## config.mk

```make
export PLATFORM = sky130hd
export DESIGN_NAME = qjmt_mul
export DESIGN_NICKNAME = d
export VERILOG_FILES = /design/src/rtl/qjmt_pkg.sv /design/src/rtl/qjmt_mul.sv
export SDC_FILE = /design/constraint.sdc
export NUM_CORES = 2
export LEC_CHECK = 0
export ABC_AREA = 1
export BUFFER_PORTS_ARGS = -buffer_cell sky130_fd_sc_hd__buf_2
export CAP_MARGIN = 10
export CORE_UTILIZATION = 60
export DETAILED_ROUTE_END_ITERATION = 16
export PLACE_DENSITY = 0.77
export REMOVE_ABC_BUFFERS = 1
export SYNTH_ARGS = -nofsm -noshare
export SYNTH_HDL_FRONTEND = slang
export SYNTH_SLANG_ARGS = --single-unit
export TNS_END_PERCENT = 50
```

## constraint.sdc

```tcl
create_clock -name clk -period 6.9 [get_ports clk]
set_input_delay 0 -clock clk [delete_from_list [all_inputs] [get_ports clk]]
set_output_delay 0 -clock clk [all_outputs]
set_load 0.05 [all_outputs]
```

## src/rtl/qjmt_pkg.sv

```systemverilog
// Shared types, widths and helpers of the quintic trajectory coefficient solver.
// No dependencies; every other file of the block imports this package.
`timescale 1ns / 1ps
`default_nettype none

package qjmt_pkg;

	localparam int IN_FRAC_DEF  = 16;
	localparam int OUT_FRAC_DEF = 24;

	localparam int IN_W    = 32;
	localparam int DUR_W   = 24;
	localparam int COEFF_W = 48;

	// Quotient bits produced by the divider: magnitude, one rounding bit, one guard bit
	localparam int QUOT_BITS = COEFF_W + 2;
	// Divider register depth: entry stage, one stage per quotient bit, rounding stage
	localparam int DIV_LAT   = QUOT_BITS + 2;

	localparam logic signed [63:0] COEFF_HI = 64'sh0000_7FFF_FFFF_FFFF;
	localparam logic signed [63:0] COEFF_LO = 64'shFFFF_8000_0000_0000;

	typedef enum logic [1:0] {
		ST_OK       = 2'd0,
		ST_ZERO_DUR = 2'd1,
		ST_SAT      = 2'd2
	} status_t;

	typedef struct packed {
		logic [COEFF_W-1:0] c0;
		logic [COEFF_W-1:0] c1;
		logic [COEFF_W-1:0] c2;
		logic               sat;
		logic               zero;
	} side_t;

	// Scale by a power of two: shift up, or round down to nearest with ties away from zero
	function automatic logic signed [63:0] scale_pow2(input logic signed [IN_W-1:0] v,
			input int up, input int dn);
		logic [63:0] mag;
		logic        neg;
		neg = v[IN_W-1];
		mag = neg ? (~64'(v) + 64'd1) : 64'(unsigned'(v));
		if (up > 0) begin
			mag = mag << up;
		end else if (dn > 0) begin
			mag = (mag + (64'd1 << (dn - 1))) >> dn;
		end
		return neg ? -$signed(mag) : $signed(mag);
	endfunction

	// Clamp to the signed coefficient range; the top bit flags a clamp
	function automatic logic [COEFF_W:0] sat_coeff(input logic signed [63:0] v);
		logic [COEFF_W:0] r;
		if (v > COEFF_HI) begin
			r = {1'b1, COEFF_HI[COEFF_W-1:0]};
		end else if (v < COEFF_LO) begin
			r = {1'b1, COEFF_LO[COEFF_W-1:0]};
		end else begin
			r = {1'b0, v[COEFF_W-1:0]};
		end
		return r;
	endfunction

endpackage

`default_nettype wire

```

## src/rtl/qjmt_mul.sv

```systemverilog
// Two-stage multiplier: signed operand times the unsigned duration, in 24-bit partials.
// Depends on qjmt_pkg for the duration width.
`timescale 1ns / 1ps
`default_nettype none

module qjmt_mul #(
	parameter int AW = 32
) (
	input  logic                                   clk,
	input  logic                                   en,
	input  logic signed [AW-1:0]                   a,
	input  logic        [qjmt_pkg::DUR_W-1:0]      b,
	output logic signed [AW+qjmt_pkg::DUR_W-1:0]   p
);
	import qjmt_pkg::*;

	localparam int CW  = DUR_W;
	localparam int NC  = (AW + CW - 1) / CW;
	localparam int EW  = NC * CW;
	localparam int PPW = 2 * CW + 1;
	localparam int SW  = EW + CW + 1;

	logic signed [EW-1:0]  ae;
	logic signed [PPW-1:0] pp_s1 [NC];
	logic signed [SW-1:0]  acc;

	assign ae = EW'(a);

	for (genvar c = 0; c < NC; c++) begin : g_part
		logic        [CW-1:0]  ch;
		logic signed [PPW-1:0] ta;
		logic signed [PPW-1:0] tb;
		assign ch = ae[c*CW +: CW];
		// only the top chunk carries the sign
		assign ta = (c == NC - 1) ? $signed({{(CW+1){ch[CW-1]}}, ch})
		                          : $signed({{(CW+1){1'b0}}, ch});
		assign tb = $signed({{(CW+1){1'b0}}, b});
		always_ff @(posedge clk) begin
			if (en) pp_s1[c] <= ta * tb;
		end
	end

	always_comb begin
		acc = '0;
		for (int c = 0; c < NC; c++) begin
			acc = acc + (SW'(pp_s1[c]) <<< (c * CW));
		end
	end

	always_ff @(posedge clk) begin
		if (en) p <= acc[AW+CW-1:0];
	end
endmodule

`default_nettype wire

```

Word level (Yosys, flattened, before mapping)
Memories as Yosys holds them, arrays and structs flattened.
Cells that the tools add are included.
{"block": "op_classes", "n_addsub": 1, "mux": 2, "n_mul": 2}
{"operator": "$add A49 B56 Y56", "n": 1}
{"operator": "$mul A24 B24 Y48", "n": 1}
{"operator": "$mul A8 B25 Y33", "n": 1}
{"operator": "$mux W1", "n": 2}
{"block": "word_totals", "elab_cells": 7, "n_memories": 1, "input_bits": 58, "out_inout_bits": 56, "reg_bits": 56, "mem_bits_rw": 98}
{"name": "pp_s1", "depth": 2, "word_bits": 49, "rd": 2, "rd_clocked_by_memory_dff": 0, "wr": 2, "line_no": "qjmt_mul.sv:24", "source": "logic signed [PPW-1:0] pp_s1 [NC];"}

Depth between registers and ports, before layout
{"block": "logic_depth", "word_depth": 2, "depth_mapped": 29, "ltp_nobuf": 28}

Least setup slack after synthesis
OpenSTA, ideal clock, no wires.
{"block": "synth_path", "path_kind": "input port to flip-flop", "start": "input port a[13]", "end": "memory pp_s1[0][41] in the netlist's numbering, data pin", "t_required_ns": 6.648, "path_stages": 26, "arrival_time_ns": 5.232, "setup_time_ns": 0.252, "slack_ns": 1.416, "n_path_buf": 1, "path_cell_list": "clkbuf_1 -> nand2_1 -> fa_1 -> inv_1 -> fa_1 -> inv_1 -> fa_1 -> inv_1 -> fa_1 -> inv_1 -> fa_1 -> inv_1 -> fa_1 -> inv_1 -> fa_1 -> inv_1 -> ha_1 -> nand2_1 -> nor2_1 -> nand2_1 -> nor2_1 -> nand2_1 -> nand3_2 -> nand2_1 -> nand3_1 -> nand2_1"}
{"element": "from (decl)", "line_no": "qjmt_mul.sv:11", "source": "input logic signed [AW-1:0] a,"}
{"element": "to (decl)", "line_no": "qjmt_mul.sv:24"}

==> flow_summary.ini <==
[run_status]
status = finished clean

[global_routing]
grt_max_degree = 84
antenna_found_initial = 3
first_global_vias = 27780
track_usage = 0.3112
grt_pass1_wl_mm = 138.5
gr-total-overflow = 0

[clocking]
cts_hold_buf = 0
clk_path_buf_depth = 2
path_clk_slew_ps = 60
cts_tree = done
cts_root_buf = clkbuf_16
numCtsBuffers = 17
post_cts_buffers = 0
cts_max_level = 4
insertion_delay_ps = 440
cts_sinks = 136
postCtsResizedCells = 0

[sta]
finalCritPeriodShare = 0.8600
slew_headroom = 0.3951
setup_viol = 0
fin_crit_ps = 5934
slew_violations = 0
rsz0062_at_grt = false
fin_ws_ps = 965.8
clock_skew_ps = 11.90
finalHoldViolCount = 0
fmaxAchievable_ghz = 0.1685
tightest_slew_ps = 907.4
setup_tns_ps = 0

[placed_design]
gp_congestion = 0.9680
pre_cts_slack_ps = 579.1
hpwl_mm = 68.15
place_inst = 5136
io_buffers = 113

[detailed_routing]
drt-initial-drc-count = 2019
ant_nets = 0
drt-total-wl_mm = 82.10
drc = 0
drt-vias-per-instance = 5.122
num_vias = 26470
wire_per_inst_um = 15.89
first_pass_iters = 5

[synthesis]
syn_inst = 4393
syn_area_um2 = 33280
synth_largest_area_cell = fa_1
synth_top_area_frac = 0.3705
ys_ff_latch = 136
ys_warn_count = 0
ys_seq_area_frac = 0.1227
syn_area_per_cell_um2 = 7.576
ys_types = 29
synthTopCellsByArea = fa_1 37%, inv_1 16%, nand2_1 15%, edfxtp_1 12%, ha_1 10%

[critical_path]
cp_max_fo = 32
required_ps = 7090
r2r_cells = 12
startpoint_type = input pin
crit_type = in -> reg
crit_path_end_kind = flip-flop
cp.arrival_ps = 6120

[floorplanning]
die_x_um = 237.5
io_pins = 114
start_util = 0.6124
fp.dieH_um = 237.5
core-area_um2 = 54350
die_area_um2 = 56420
rows = 85

[cells_and_area]
stdcell_count = 5168
drive_gt1_frac = 0.04743
area_delta_synth_final_pct = 5.380
fillCellCount = 4754
fin_nets = 5360

[job]
cap_violations = 0

[hold_path]
holdCritPathClass = in -> reg
min_delay_path_depth = 1
[synthesized netlist by cell type (all sizes together)]
master	number
inv	1403
nand2	1326
fa	616
ha	270
nor2	163
clkbuf	136
edfxtp	136
a21oi	88
nand3	82
xor2	50
o21ai	31
or2	22
nand4	15
nor3	14
xnor2	10
o21bai	8
a31oi	4
and2	4
nand3b	4
o21a	4
a21o	3
a21boi	2
nand2b	1
nor4	1
[layout by cell type, fill, tap and decap left out, types with 27 or more instances in the layout]
| cell type | instances |
|---|---|
| buf_4 | 27 |
| o21ai_0 | 30 |
| a21oi_1 | 88 |
| ha_1 | 270 |
| edfxtp_1 | 136 |
| nor2_1 | 155 |
| buf_2 | 112 |
| xor2_1 | 50 |
| fa_1 | 616 |
| nand2_1 | 1324 |
| nand3_1 | 74 |
| inv_1 | 1403 |
[metal layers]
| layer | GRT usage | up-vias | wire, um |
|---|---|---|---|
| met5 | 0 | - | 13 |
| met4 | 0.09032 | 2 | 2220 |
| met3 | 0.03948 | 157 | 5863 |
| met2 | 0.5233 | 1035 | 39000 |
| met1 | 0.4239 | 12860 | 35000 |
| li1 | - | 12420 | - |
[per-stage QoR]
| stage | area (um2) | utilization | hold slack [ps] |
|---|---|---|---|
| global placement | 34470 | 0.6343 | 400.6 |
| floorplan | 32770 | - | 112.5 |
| finish | 35070 | 0.6454 | 124.7 |
| CTS | 35070 | 0.6453 | 123.2 |
| detailed placement | 34470 | 0.6343 | 404.5 |
| global route | 35070 | 0.6453 | 150.4 |
[cell families (layout without fill, tap and decap cells)]
kind of cell             Yosys count  after routing  share of synthesized area
AO/OA/AOI/OAI                    140            140                    0.02259
XOR/XNOR                          60             60                    0.01579
adder cells (fa/ha/maj)          886            886                     0.4720
buffers and inverters           1539           1574                     0.1736
flip-flops                       136            136                     0.1227
other                              0              1                          0
AND/OR/NAND/NOR                 1632           1632                     0.1933
[worst paths after layout]
| check | slack [ps] | end | start |
|---|---|---|---|
| hold reg to reg | 420 | p[6]$_DFFE_PP_ | pp_s1[0][6]$_DFFE_PP_ |
| hold / removal | 120 | p[45]$_DFFE_PP_ | en |
| setup reg to reg | 4360 | p[42]$_DFFE_PP_ | pp_s1[0][24]$_DFFE_PP_ |
| setup / recovery | 970 | pp_s1[0][27]$_DFFE_PP_ | b[9] |
[layout make-up]
cell class / instances / area, um2 / area share
Antenna cell: 1 / 2.502 / 0.00007135
Clock buffer: 17 / 425.4 / 0.01213
Clock inverter: 14 / 173.9 / 0.004959
Inverter: 1403 / 5266 / 0.1502
Multi-Input combinational cell: 2718 / 23420 / 0.6678
Sequential cell: 136 / 4084 / 0.1164
Tap cell: 739 / 924.6 / 0.02636
Timing Repair Buffer: 140 / 774.5 / 0.02208
[worst max-delay path: stages]
cell	delay, ps
buf_2	630
nand2_1	180
fa_1	530
fa_1	540
inv_1	50
fa_1	510
inv_1	60
fa_1	540
inv_1	50
fa_1	460
fa_1	510
inv_1	50
fa_1	470
inv_1	50
ha_1	350
nand2_1	130
nor2_1	200
nand2_1	100
nor2_1	100
nand2_1	70
nand3_2	120
xor2_1	390
[sequential cells by signal, indices dropped and copies added, names as in the netlist]
register and flops:
p 56, pp_s1 80
Power is not shown: default switching activity piles up to over one toggle a cycle in this logic, so the estimate is an artifact.
